--- config.mk ---
export PLATFORM = sky130hd
export DESIGN_NAME = spi_clock_divider_search
export DESIGN_NICKNAME = d
export VERILOG_FILES = /design/src/rtl/scds_pkg.sv /design/src/rtl/spi_clock_divider_search.sv /design/src/rtl/scds_sequencer.sv /design/src/rtl/scds_datapath.sv
export SDC_FILE = /design/constraint.sdc
export NUM_CORES = 2
export LEC_CHECK = 0
export ABC_CLOCK_PERIOD_IN_PS = 6840
export BUFFER_PORTS_ARGS = -buffer_cell sky130_fd_sc_hd__buf_2
export CORE_MARGIN = 8
export CORE_UTILIZATION = 58
export DETAILED_ROUTE_END_ITERATION = 10
export PLACE_DENSITY = 0.79
export REMOVE_ABC_BUFFERS = 1
export SLEW_MARGIN = 20
export SYNTH_ARGS = -nofsm -noshare
export SYNTH_HDL_FRONTEND = slang
export SYNTH_HIERARCHICAL = 1
export SYNTH_SLANG_ARGS = --single-unit
export TNS_END_PERCENT = 10
--- constraint.sdc ---
create_clock -name clk_i -period 6.84 [get_ports clk_i]
set_input_delay 1.71 -clock clk_i [delete_from_list [all_inputs] [get_ports clk_i]]
set_output_delay 1.71 -clock clk_i [all_outputs]
set_load 0.01 [all_outputs]
--- src/rtl/scds_pkg.sv ---
// Shared types, constants and the microcode program of the serial clock divider search.
package scds_pkg;

  // Field and datapath widths.
  localparam int unsigned ClkW  = 32;
  localparam int unsigned PreW  = 8;
  localparam int unsigned PostW = 9;
  localparam int unsigned IncW  = 41;
  localparam int unsigned AccW  = 50;
  localparam int unsigned DvsW  = PreW + PostW;
  localparam int unsigned RemW  = DvsW + 1;
  localparam int unsigned CntW  = 6;
  localparam int unsigned PcW   = 4;

  // Fixed values of the search.
  localparam logic [ClkW-1:0]  ClkResetHz = 32'd125000000;
  localparam logic [PreW-1:0]  PreMin     = 8'd2;
  localparam logic [PreW-1:0]  PreMax     = 8'd254;
  localparam logic [PostW-1:0] PostMax    = 9'd256;
  localparam logic [PostW-1:0] PostMin    = 9'd1;

  // Step addresses of the program.
  localparam logic [PcW-1:0] StIdle     = 4'd0;
  localparam logic [PcW-1:0] StPreInit  = 4'd1;
  localparam logic [PcW-1:0] StPreLoop  = 4'd2;
  localparam logic [PcW-1:0] StMulA     = 4'd3;
  localparam logic [PcW-1:0] StPostInit = 4'd4;
  localparam logic [PcW-1:0] StPostLoop = 4'd5;
  localparam logic [PcW-1:0] StDivInit  = 4'd6;
  localparam logic [PcW-1:0] StDivLoop  = 4'd7;
  localparam logic [PcW-1:0] StEmit     = 4'd8;
  localparam logic [PcW-1:0] StSpecial  = 4'd9;

  // Datapath operations.
  typedef enum logic [3:0] {
    OP_NOP,
    OP_LOAD_REQ,
    OP_LOAD_PRE,
    OP_PRE_STEP,
    OP_MUL_A,
    OP_LOAD_POST,
    OP_POST_STEP,
    OP_DIV_INIT,
    OP_DIV_STEP,
    OP_EMIT,
    OP_SPECIAL
  } op_e;

  // Branch conditions.
  typedef enum logic [2:0] {
    C_NEVER,
    C_ALWAYS,
    C_IN_VALID,
    C_REQ_GT_CLK,
    C_PRE_DONE,
    C_POST_DONE,
    C_DIV_DONE,
    C_OUT_FREE
  } cond_e;

  // One control word: the operation runs when the condition equals exec_on.
  // A true condition jumps to target; otherwise the step repeats (loop) or
  // falls through to the next address.
  typedef struct packed {
    op_e            op;
    cond_e          cond;
    logic           exec_on;
    logic           loop;
    logic           accept;
    logic [PcW-1:0] target;
  } uword_t;

  // Status flags from the datapath to the sequencer.
  typedef struct packed {
    logic req_gt_clk;
    logic pre_done;
    logic post_done;
    logic div_done;
    logic out_free;
  } status_t;

  // Program store.
  function automatic uword_t ucode(logic [PcW-1:0] pc);
    uword_t w;
    w = '{op: OP_NOP, cond: C_ALWAYS, exec_on: 1'b0, loop: 1'b0, accept: 1'b0,
          target: StIdle};
    unique case (pc)
      StIdle: w = '{op: OP_LOAD_REQ, cond: C_IN_VALID, exec_on: 1'b1, loop: 1'b1,
                    accept: 1'b1, target: StPreInit};
      StPreInit: w = '{op: OP_LOAD_PRE, cond: C_REQ_GT_CLK, exec_on: 1'b0,
                       loop: 1'b0, accept: 1'b0, target: StSpecial};
      StPreLoop: w = '{op: OP_PRE_STEP, cond: C_PRE_DONE, exec_on: 1'b0,
                       loop: 1'b1, accept: 1'b0, target: StMulA};
      StMulA: w = '{op: OP_MUL_A, cond: C_NEVER, exec_on: 1'b0, loop: 1'b0,
                    accept: 1'b0, target: StIdle};
      StPostInit: w = '{op: OP_LOAD_POST, cond: C_NEVER, exec_on: 1'b0, loop: 1'b0,
                        accept: 1'b0, target: StIdle};
      StPostLoop: w = '{op: OP_POST_STEP, cond: C_POST_DONE, exec_on: 1'b0,
                        loop: 1'b1, accept: 1'b0, target: StDivInit};
      StDivInit: w = '{op: OP_DIV_INIT, cond: C_NEVER, exec_on: 1'b0, loop: 1'b0,
                       accept: 1'b0, target: StIdle};
      StDivLoop: w = '{op: OP_DIV_STEP, cond: C_DIV_DONE, exec_on: 1'b0,
                       loop: 1'b1, accept: 1'b0, target: StEmit};
      StEmit: w = '{op: OP_EMIT, cond: C_OUT_FREE, exec_on: 1'b1, loop: 1'b1,
                    accept: 1'b0, target: StIdle};
      StSpecial: w = '{op: OP_SPECIAL, cond: C_ALWAYS, exec_on: 1'b1, loop: 1'b0,
                       accept: 1'b0, target: StEmit};
      default: w = '{op: OP_NOP, cond: C_ALWAYS, exec_on: 1'b0, loop: 1'b0,
                     accept: 1'b0, target: StIdle};
    endcase
    return w;
  endfunction

endpackage

--- src/rtl/spi_clock_divider_search.sv ---
// Top level of the serial clock divider search.
//
//   Channel  Direction  Handshake                 Payload
//   cfg      in         cfg_we_i                  cfg_wdata_i (peripheral clock, Hz)
//   in       in         in_valid_i / in_ready_o   requested_rate_hz_i
//   out      out        out_valid_o / out_ready_i prescale_value_o, post_divide_o,
//                                                 actual_rate_hz_o
//
// From transfer to result an item runs through P prescale steps (P 0..126) and
// D postdivide steps (D 0..255); a request above the clock skips the loops and the divider.
// The prescale and postdivide loops and the 32-step restoring divider are all run
// by the microcode sequencer one step per cycle.
// Reset loads the clock register with 125 MHz and returns the sequencer to idle.
// A new item is taken while an earlier result still waits on the output.
module spi_clock_divider_search import scds_pkg::*; (
  input  logic              clk_i,
  input  logic              rst_ni,
  input  logic              cfg_we_i,
  input  logic [ClkW-1:0]   cfg_wdata_i,
  input  logic              in_valid_i,
  output logic              in_ready_o,
  input  logic [ClkW-1:0]   requested_rate_hz_i,
  output logic              out_valid_o,
  input  logic              out_ready_i,
  output logic [PreW-1:0]   prescale_value_o,
  output logic [PostW-1:0]  post_divide_o,
  output logic [ClkW-1:0]   actual_rate_hz_o
);

  logic [ClkW-1:0] clock_hz_q;
  status_t         status;
  op_e             op;

  // Peripheral clock register.
  always_ff @(posedge clk_i or negedge rst_ni) begin
    if (!rst_ni) begin
      clock_hz_q <= ClkResetHz;
    end else if (cfg_we_i) begin
      clock_hz_q <= cfg_wdata_i;
    end
  end

  // Microcode sequencer.
  scds_sequencer u_sequencer (
    .clk_i      (clk_i),
    .rst_ni     (rst_ni),
    .in_valid_i (in_valid_i),
    .status_i   (status),
    .in_ready_o (in_ready_o),
    .op_o       (op)
  );

  // Datapath and result register.
  scds_datapath u_datapath (
    .clk_i               (clk_i),
    .rst_ni              (rst_ni),
    .op_i                (op),
    .clock_hz_i          (clock_hz_q),
    .requested_rate_hz_i (requested_rate_hz_i),
    .out_ready_i         (out_ready_i),
    .status_o            (status),
    .out_valid_o         (out_valid_o),
    .prescale_value_o    (prescale_value_o),
    .post_divide_o       (post_divide_o),
    .actual_rate_hz_o    (actual_rate_hz_o)
  );

endmodule

--- src/rtl/scds_sequencer.sv ---
// Step counter, program lookup and conditional branching of the divider search.
module scds_sequencer import scds_pkg::*; (
  input  logic    clk_i,
  input  logic    rst_ni,
  input  logic    in_valid_i,
  input  status_t status_i,
  output logic    in_ready_o,
  output op_e     op_o
);

  logic [PcW-1:0] pc_q, pc_d;
  uword_t         word;
  logic           cond_hit;

  // Current control word.
  assign word = ucode(pc_q);

  // Condition select.
  always_comb begin
    unique case (word.cond)
      C_NEVER:      cond_hit = 1'b0;
      C_ALWAYS:     cond_hit = 1'b1;
      C_IN_VALID:   cond_hit = in_valid_i;
      C_REQ_GT_CLK: cond_hit = status_i.req_gt_clk;
      C_PRE_DONE:   cond_hit = status_i.pre_done;
      C_POST_DONE:  cond_hit = status_i.post_done;
      C_DIV_DONE:   cond_hit = status_i.div_done;
      C_OUT_FREE:   cond_hit = status_i.out_free;
      default:      cond_hit = 1'b0;
    endcase
  end

  // Operation issue and input handshake.
  assign op_o       = (cond_hit == word.exec_on) ? word.op : OP_NOP;
  assign in_ready_o = word.accept;

  // Next step address.
  always_comb begin
    if (cond_hit) begin
      pc_d = word.target;
    end else if (word.loop) begin
      pc_d = pc_q;
    end else begin
      pc_d = pc_q + PcW'(1);
    end
  end

  // Step counter.
  always_ff @(posedge clk_i or negedge rst_ni) begin
    if (!rst_ni) begin
      pc_q <= StIdle;
    end else begin
      pc_q <= pc_d;
    end
  end

endmodule

--- src/rtl/scds_datapath.sv ---
// Datapath of the divider search: accumulators, divider and result register.
module scds_datapath import scds_pkg::*; (
  input  logic              clk_i,
  input  logic              rst_ni,
  input  op_e               op_i,
  input  logic [ClkW-1:0]   clock_hz_i,
  input  logic [ClkW-1:0]   requested_rate_hz_i,
  input  logic              out_ready_i,
  output status_t           status_o,
  output logic              out_valid_o,
  output logic [PreW-1:0]   prescale_value_o,
  output logic [PostW-1:0]  post_divide_o,
  output logic [ClkW-1:0]   actual_rate_hz_o
);

  logic [ClkW-1:0]  req_q;
  logic [PreW-1:0]  pre_q;
  logic [PostW-1:0] post_q;
  logic [AccW-1:0]  acc_q;
  logic [IncW-1:0]  inc_q;
  logic [DvsW-1:0]  dvs_q;
  logic [RemW-1:0]  rem_q;
  logic [ClkW-1:0]  quo_q;
  logic [CntW-1:0]  cnt_q;
  logic             out_valid_q;
  logic [PreW-1:0]  out_pre_q;
  logic [PostW-1:0] out_post_q;
  logic [ClkW-1:0]  out_rate_q;

  logic [ClkW:0]    req_p1;
  logic [IncW-1:0]  mul_a;
  logic [DvsW-1:0]  dvs_mul;
  logic [AccW-1:0]  clk_ext;
  logic [AccW-1:0]  inc_ext;
  logic [RemW-1:0]  rem_sh;
  logic             rem_ge;
  logic [RemW-1:0]  rem_sub;

  // Product (request + 1) * prescale gives the postdivide test step.
  assign req_p1  = {1'b0, req_q} + (ClkW+1)'(1);
  assign mul_a   = {(IncW-ClkW-1)'(0), req_p1} * {(IncW-PreW)'(0), pre_q};
  assign dvs_mul = {(DvsW-PreW)'(0), pre_q} * {(DvsW-PostW)'(0), post_q};
  assign clk_ext = {(AccW-ClkW)'(0), clock_hz_i};
  assign inc_ext = {(AccW-IncW)'(0), inc_q};

  // One restoring division step.
  assign rem_sh  = {rem_q[RemW-2:0], quo_q[ClkW-1]};
  assign rem_ge  = rem_sh >= {1'b0, dvs_q};
  assign rem_sub = rem_sh - {1'b0, dvs_q};

  // Status for the branch conditions.
  assign status_o.req_gt_clk = req_q > clock_hz_i;
  assign status_o.pre_done   = (clk_ext < acc_q) || (pre_q == PreMax);
  assign status_o.post_done  = clk_ext >= acc_q;
  assign status_o.div_done   = cnt_q == CntW'(ClkW);
  assign status_o.out_free   = !out_valid_q || out_ready_i;

  // Working registers, steered by the current operation.
  always_ff @(posedge clk_i) begin
    unique case (op_i)
      OP_LOAD_REQ: begin
        req_q <= requested_rate_hz_i;
      end
      OP_LOAD_PRE: begin
        // Reach for prescale 2 is 4 * 256 * request; each step adds 2 * 256 * request.
        pre_q <= PreMin;
        acc_q <= {(AccW-ClkW-10)'(0), req_q, 10'd0};
        inc_q <= {req_q, 9'd0};
      end
      OP_PRE_STEP: begin
        pre_q <= pre_q + PreW'(2);
        acc_q <= acc_q + inc_ext;
      end
      OP_MUL_A: begin
        inc_q <= mul_a;
      end
      OP_LOAD_POST: begin
        // Threshold for postdivide d is (request + 1) * prescale * (d - 1).
        post_q <= PostMax;
        acc_q  <= {inc_ext[AccW-9:0], 8'd0} - inc_ext;
      end
      OP_POST_STEP: begin
        post_q <= post_q - PostW'(1);
        acc_q  <= acc_q - inc_ext;
      end
      OP_DIV_INIT: begin
        dvs_q <= dvs_mul;
        rem_q <= '0;
        quo_q <= clock_hz_i;
        cnt_q <= '0;
      end
      OP_DIV_STEP: begin
        rem_q <= rem_ge ? rem_sub : rem_sh;
        quo_q <= {quo_q[ClkW-2:0], rem_ge};
        cnt_q <= cnt_q + CntW'(1);
      end
      OP_SPECIAL: begin
        pre_q  <= PreMin;
        post_q <= PostMin;
        quo_q  <= clock_hz_i;
      end
      OP_EMIT: begin
        out_pre_q  <= pre_q;
        out_post_q <= post_q;
        out_rate_q <= quo_q;
      end
      OP_NOP: begin
      end
      default: begin
      end
    endcase
  end

  // Result valid flag.
  always_ff @(posedge clk_i or negedge rst_ni) begin
    if (!rst_ni) begin
      out_valid_q <= 1'b0;
    end else if (op_i == OP_EMIT) begin
      out_valid_q <= 1'b1;
    end else if (out_ready_i) begin
      out_valid_q <= 1'b0;
    end
  end

  assign out_valid_o      = out_valid_q;
  assign prescale_value_o = out_pre_q;
  assign post_divide_o    = out_post_q;
  assign actual_rate_hz_o = out_rate_q;

endmodule

# == Word level (Yosys, flattened, before mapping) ==
# Memory sizes are Yosys's and may differ from the RTL's.
# Index checks and enable logic that the tools add are counted.
# classes
shift,0
n_lt_le_gt_ge,4
n_addsub,9
div_mod_pow,0
n_reduce_logical,13
n_mux,14
n_mul,2
eq_ne,21
bitwise,0
# ops
operator,count
case mux 50 bit (4 select lines),1
case mux 41 bit (2 select lines),1
case mux 32 bit (2 select lines),1
adder 50 x 41 -> 50 bit,1
>= comparator 32 x 50 -> 1 bit,1
< comparator 32 x 50 -> 1 bit,1
subtractor 49 x 41 -> 50 bit,1
subtractor 50 x 41 -> 50 bit,1
multiplier 33 x 8 -> 41 bit,1
case mux 17 bit (2 select lines),1
"adder 32 x 1 -> 33 bit, second input constant",1
greater-than comparator 32 bit,1
case mux 9 bit (3 select lines),1
>= comparator 18 x 17 -> 1 bit,1
multiplier 8 x 9 -> 17 bit,1
2-to-1 mux 17 bit,1
subtractor 17 bit,1
"== test 4 x 3 -> 1 bit, second input constant",4
case mux 8 bit (2 select lines),1
"== test 3 bit, second input constant",4
"== test 4 bit, second input constant",3
2-to-1 mux 4 bit,3
case mux 6 bit (2 select lines),1
nonzero test 2 bit,5
other kinds (20),25
# totals
elab_cells,79
out_inout_bits,51
reg_bits,298
mem_bits_ro,224
latch_bits,0
n_memories,1
in_bits,69
mem_bits_rw,0
# memory_table
memory,depth,word_bits,read_ports,rd_clocked_by_memory_dff,write_ports,line_no,rtl
(no name shown),16,14,1,0,0,scds_pkg.sv:87,unique case (pc)

# == Longest topological paths before layout ==
# logic_depth
word_depth,8
depth_mapped,34
ltp_nobuf,31

# == Cells and area by module ==
# Netlist, hierarchy kept.
# modules_own_cells
module,n_inst,area_per_inst_um2,cells_each,seq_area_each_um2
scds_datapath,1,28168.3,3052,7742.4
spi_clock_divider_search,1,1361.3,68,817.0
scds_sequencer,1,644.4,81,100.1

# == Worst setup path after synthesis ==
# Ideal clock, no wire load.
# synth_timing
path_type,reg2reg
from,reg u_datapath.req_q[1]
to,"reg u_datapath.acc_q[48], data pin"
required_time_ns,6.581
setup_time_ns,0.259
synth_period_minus_slack_ns,7.111
n_path_buf,3
path_stages_with_launch,34
arrival_time_ns,6.853
slack_ns,-0.271
cell_sequence,edfxtp_1 -> ha_1 -> nor2b_1 -> o21a_1 -> o21a_1 -> o21a_1 -> o21a_1 -> o21a_1 -> o21ai_0 -> nand2b_1 -> a221oi_1 -> o211ai_1 -> nand3b_1 -> a221oi_1 -> nor3_1 -> nor4_1 -> clkbuf_1 -> nand2b_1 -> nor2_1 -> clkbuf_1 -> a21oi_1 -> xnor2_1 -> ha_1 -> clkbuf_1 -> a21oi_1 -> o21ai_0 -> nor4_1 -> o211ai_1 -> a311oi_1 -> o32a_1 -> nor2_1 -> o221ai_1 -> mux2i_1 -> a211o_1
# synth_lines
element,line_no,rtl
from (decl),scds_datapath.sv:16,logic [ClkW-1:0] req_q;
from (signal assigned),scds_datapath.sv:62,req_q <= requested_rate_hz_i;
to (signal assigned),scds_datapath.sv:67,"acc_q <= {(AccW-ClkW-10)'(0), req_q, 10'd0};"
to (signal assigned),scds_datapath.sv:72,acc_q <= acc_q + inc_ext;
to (signal assigned),scds_datapath.sv:80,"acc_q <= {inc_ext[AccW-9:0], 8'd0} - inc_ext;"
to (decl),scds_datapath.sv:19,logic [AccW-1:0] acc_q;

==> run metrics <==
chip width=244.1 um; Crit path largest cell delay=530 ps; row cnt=83; Die ar.=0.05958 mm^2; Final WS setup=-114.3 ps; ratio of cells with drive above 1 in the final layout=20.70%; fmax=0.1438 GHz; fin nets=4159; Most used DFF post-synth=edfxtp_1; largest net degree at the start of global routing=51; Warnings, synthesis=6; number of max-cap violations=0; HP Class=reg -> reg; Initial DRC Count=2098; initial antenna violation count=8; via count=25.83k; PortBufs=118; gr usage total=30.08%; clk buf depth=3; clock skew=17.72 ps; post-synth cell types=93; fill count=3896; leading area contributor after synthesis=edfxtp_1; crit path to=u_datapath/acc_q[45]; H-Tree Depth=2; Period minus WS final=6954 ps; RSZ-0062 raised after global routing=yes; Post-synth EDFFs=257; Slew @ Worst Pin=1037 ps; CTS tree=built; failing checks=setup timing; WP data required=7120 ps; total grt overflow=0; largest cells by area after synthesis=edfxtp_1 26%, fa_1 13%, ha_1 12%; gpl congestion=1.027; CTS Buf Count=36; area grow syn2layout=19.03%; clk_lat worst skew=560 ps; r2r startpoint=clock_hz_q[17]; drt pass-1 iters=6; worst-path fanout max=5; Seq cells post-synth=294; Hold Buf Count CTS=0; core area=0.05141 mm^2; DP HPWL=72.80 mm; root buffer cell=clkbuf_16; path depth of the worst reg2reg path=33; Ports=120; Async S/R FF share, synth=12.59%; final hold vios=0; Setup TNS Final=-276.9 ps; hold depth=0; final setup vio count=5; global-route wire length before repair=143.9 mm; status=complete, but fails checks; Mapped Cells=3201; final worst path period share=101.7%; Slew Limit Fails=0; Data arrival, critical path=7240 ps; Avg Cell Area, Syn=9.426 um^2; Post-Syn Area=0.03017 mm^2; critical path's slowest cell=dfstp_2; Clock Pin Slew Worst Setup and Hold Paths=60 ps; Final ANT Viol Nets=0; top-area cell type share of the netlist area=25.58%; vias in the first global route=26.28k; # clock sinks=294; average wire per standard cell=21.38 um; Setup crit start kind=flip-flop; Residual DRC=0; Die Y-Extent=244.1 um; setup slack after placement=-504.5 ps; FF-to-FF setup slack=-110 ps; Slew Limit Headroom=30.67%; beginning of the critical path=clock_hz_q[17]; starting density of the core=58.70%; crit path kind=reg -> reg; via/cell ratio=5.994; Routed WL=92.11 mm; Critical Path Most Common Cell=a21o_1; crit end category=flip-flop; sequential area share after synthesis=28.70%; worst reg2reg path endpoint=u_datapath/acc_q[45]
-- cell usage in the layout, fill, tap and decap left out, types with 75 or more instances in the layout --
| cell type | netlist | layout |
|---|---|---|
| buf_2 | 8 | 118 |
| buf_4 | 2 | 369 |
| xor2_1 | 89 | 88 |
| nand2_1 | 240 | 233 |
| fa_1 | 190 | 190 |
| a21oi_1 | 179 | 158 |
| and2_1 | 77 | 75 |
| xnor2_1 | 140 | 132 |
| nor2_1 | 156 | 144 |
| a21o_1 | 96 | 96 |
| nor2b_1 | 210 | 207 |
| o21ai_0 | 180 | 157 |
| inv_1 | 352 | 351 |
| ha_1 | 300 | 296 |
| edfxtp_1 | 257 | 257 |
-- cell families (layout without fill, tap and decap cells) --
logic type	after synthesis	in the layout	synth area share (%)
AND/OR/NAND/NOR	963	963	16.53
AO/OA/AOI/OAI	691	691	14.79
adder cells (fa/ha/maj)	491	491	25.08
buffers and inverters	490	917	6.340
flip-flops	294	294	28.70
XOR/XNOR	229	229	6.647
multiplexers	42	42	1.903
other	1	2	0.01243
-- through the flow --
stage / cell area, um^2 / utilization (%) / hold slack, ps / instances
after detailed placement: 33680 / 65.53 / 436.0 / 4207
final: 35920 / 69.87 / 447.7 / 4309
after CTS: 35270 / 68.60 / 450.4 / 4288
after global placement: 33680 / 65.53 / 434.6 / 4207
after floorplan: 29580 / - / 426.2 / 3063
after global routing: 35910 / 69.86 / 456.4 / 4308
-- routing by layer --
metal,wire length [um],vias up,GRT usage [%]
met5,67,-,0
met4,3232,10,10.53
met3,8645,240,6.540
met2,42140,1143,48.47
met1,38030,12559,39.87
li1,-,11875,-
-- cells in the mapped netlist (all sizes together) (21+ instances only) --
master  count
nor2b     210
o21ai     186
buf        21
and2       78
edfxtp    257
mux2       33
a21o       96
nor2      156
o211ai     21
nand4      47
nand2     240
ha        300
xor2       89
dfrtp      24
nand2b     41
nand3      56
nor3       50
xnor2     140
inv       352
clkbuf    117
a21oi     179
fa        190
and3       24
a22oi      24
-- critical path: cells and delay by family, from the launching register on --
kind / cells / cell delay [ps]
flops: 1 / 530
xor+xnor: 2 / 510
simple gates: 6 / 830
fa+ha+maj: 2 / 640
compound gates: 20 / 3840
buf+inv: 3 / 330
-- registers in the layout, summed over array words and instances, names as in the netlist, 6 cells and up --
register,cells
u_datapath/prescale_value_o,7
u_datapath/post_q,9
u_datapath/pre_q,7
u_datapath/quo_q,32
u_datapath/post_divide_o,9
u_datapath/inc_q,40
u_datapath/dvs_q,16
clock_hz_q,32
u_datapath/rem_q,17
u_datapath/actual_rate_hz_o,32
u_datapath/cnt_q,6
u_datapath/acc_q,50
u_datapath/req_q,32
-- worst min-delay path by stage --
stage / startpoint / endpoint / slack (ps)
after floorplan: u_datapath/quo_q[0] / u_datapath/actual_rate_hz_o[0] / 430
after global placement: u_datapath/quo_q[10] / u_datapath/actual_rate_hz_o[10] / 430
after detailed placement: u_datapath/quo_q[10] / u_datapath/actual_rate_hz_o[10] / 440
after CTS: u_datapath/quo_q[10] / u_datapath/actual_rate_hz_o[10] / 450
after global routing: u_datapath/quo_q[3] / u_datapath/actual_rate_hz_o[3] / 460
final: u_datapath/quo_q[10] / u_datapath/actual_rate_hz_o[10] / 450
-- cell type report --
type / instances / area (um^2) / area share [%]
diodes: 1 / 2.502 / 0.006967
clock buffers: 39 / 922.1 / 2.567
flip-flops and latches: 294 / 8660 / 24.11
repair buffers: 499 / 3528 / 9.824
clock inverters: 27 / 352.8 / 0.9824
well taps: 680 / 850.8 / 2.369
multi-input cells: 2417 / 20280 / 56.46
inverters: 352 / 1321 / 3.679
-- repair_timing --
action                                  4_1_cts  5_1_grt
pin swaps                                    24       75
resized for setup                            43      121
buffers inserted                             14       19
endpoints found under the setup margin       32       45
gates cloned                                  1        1
Power is left out: the tool's default activity adds up to more than one toggle a clock period on the data nets, which glitch-free logic cannot reach.
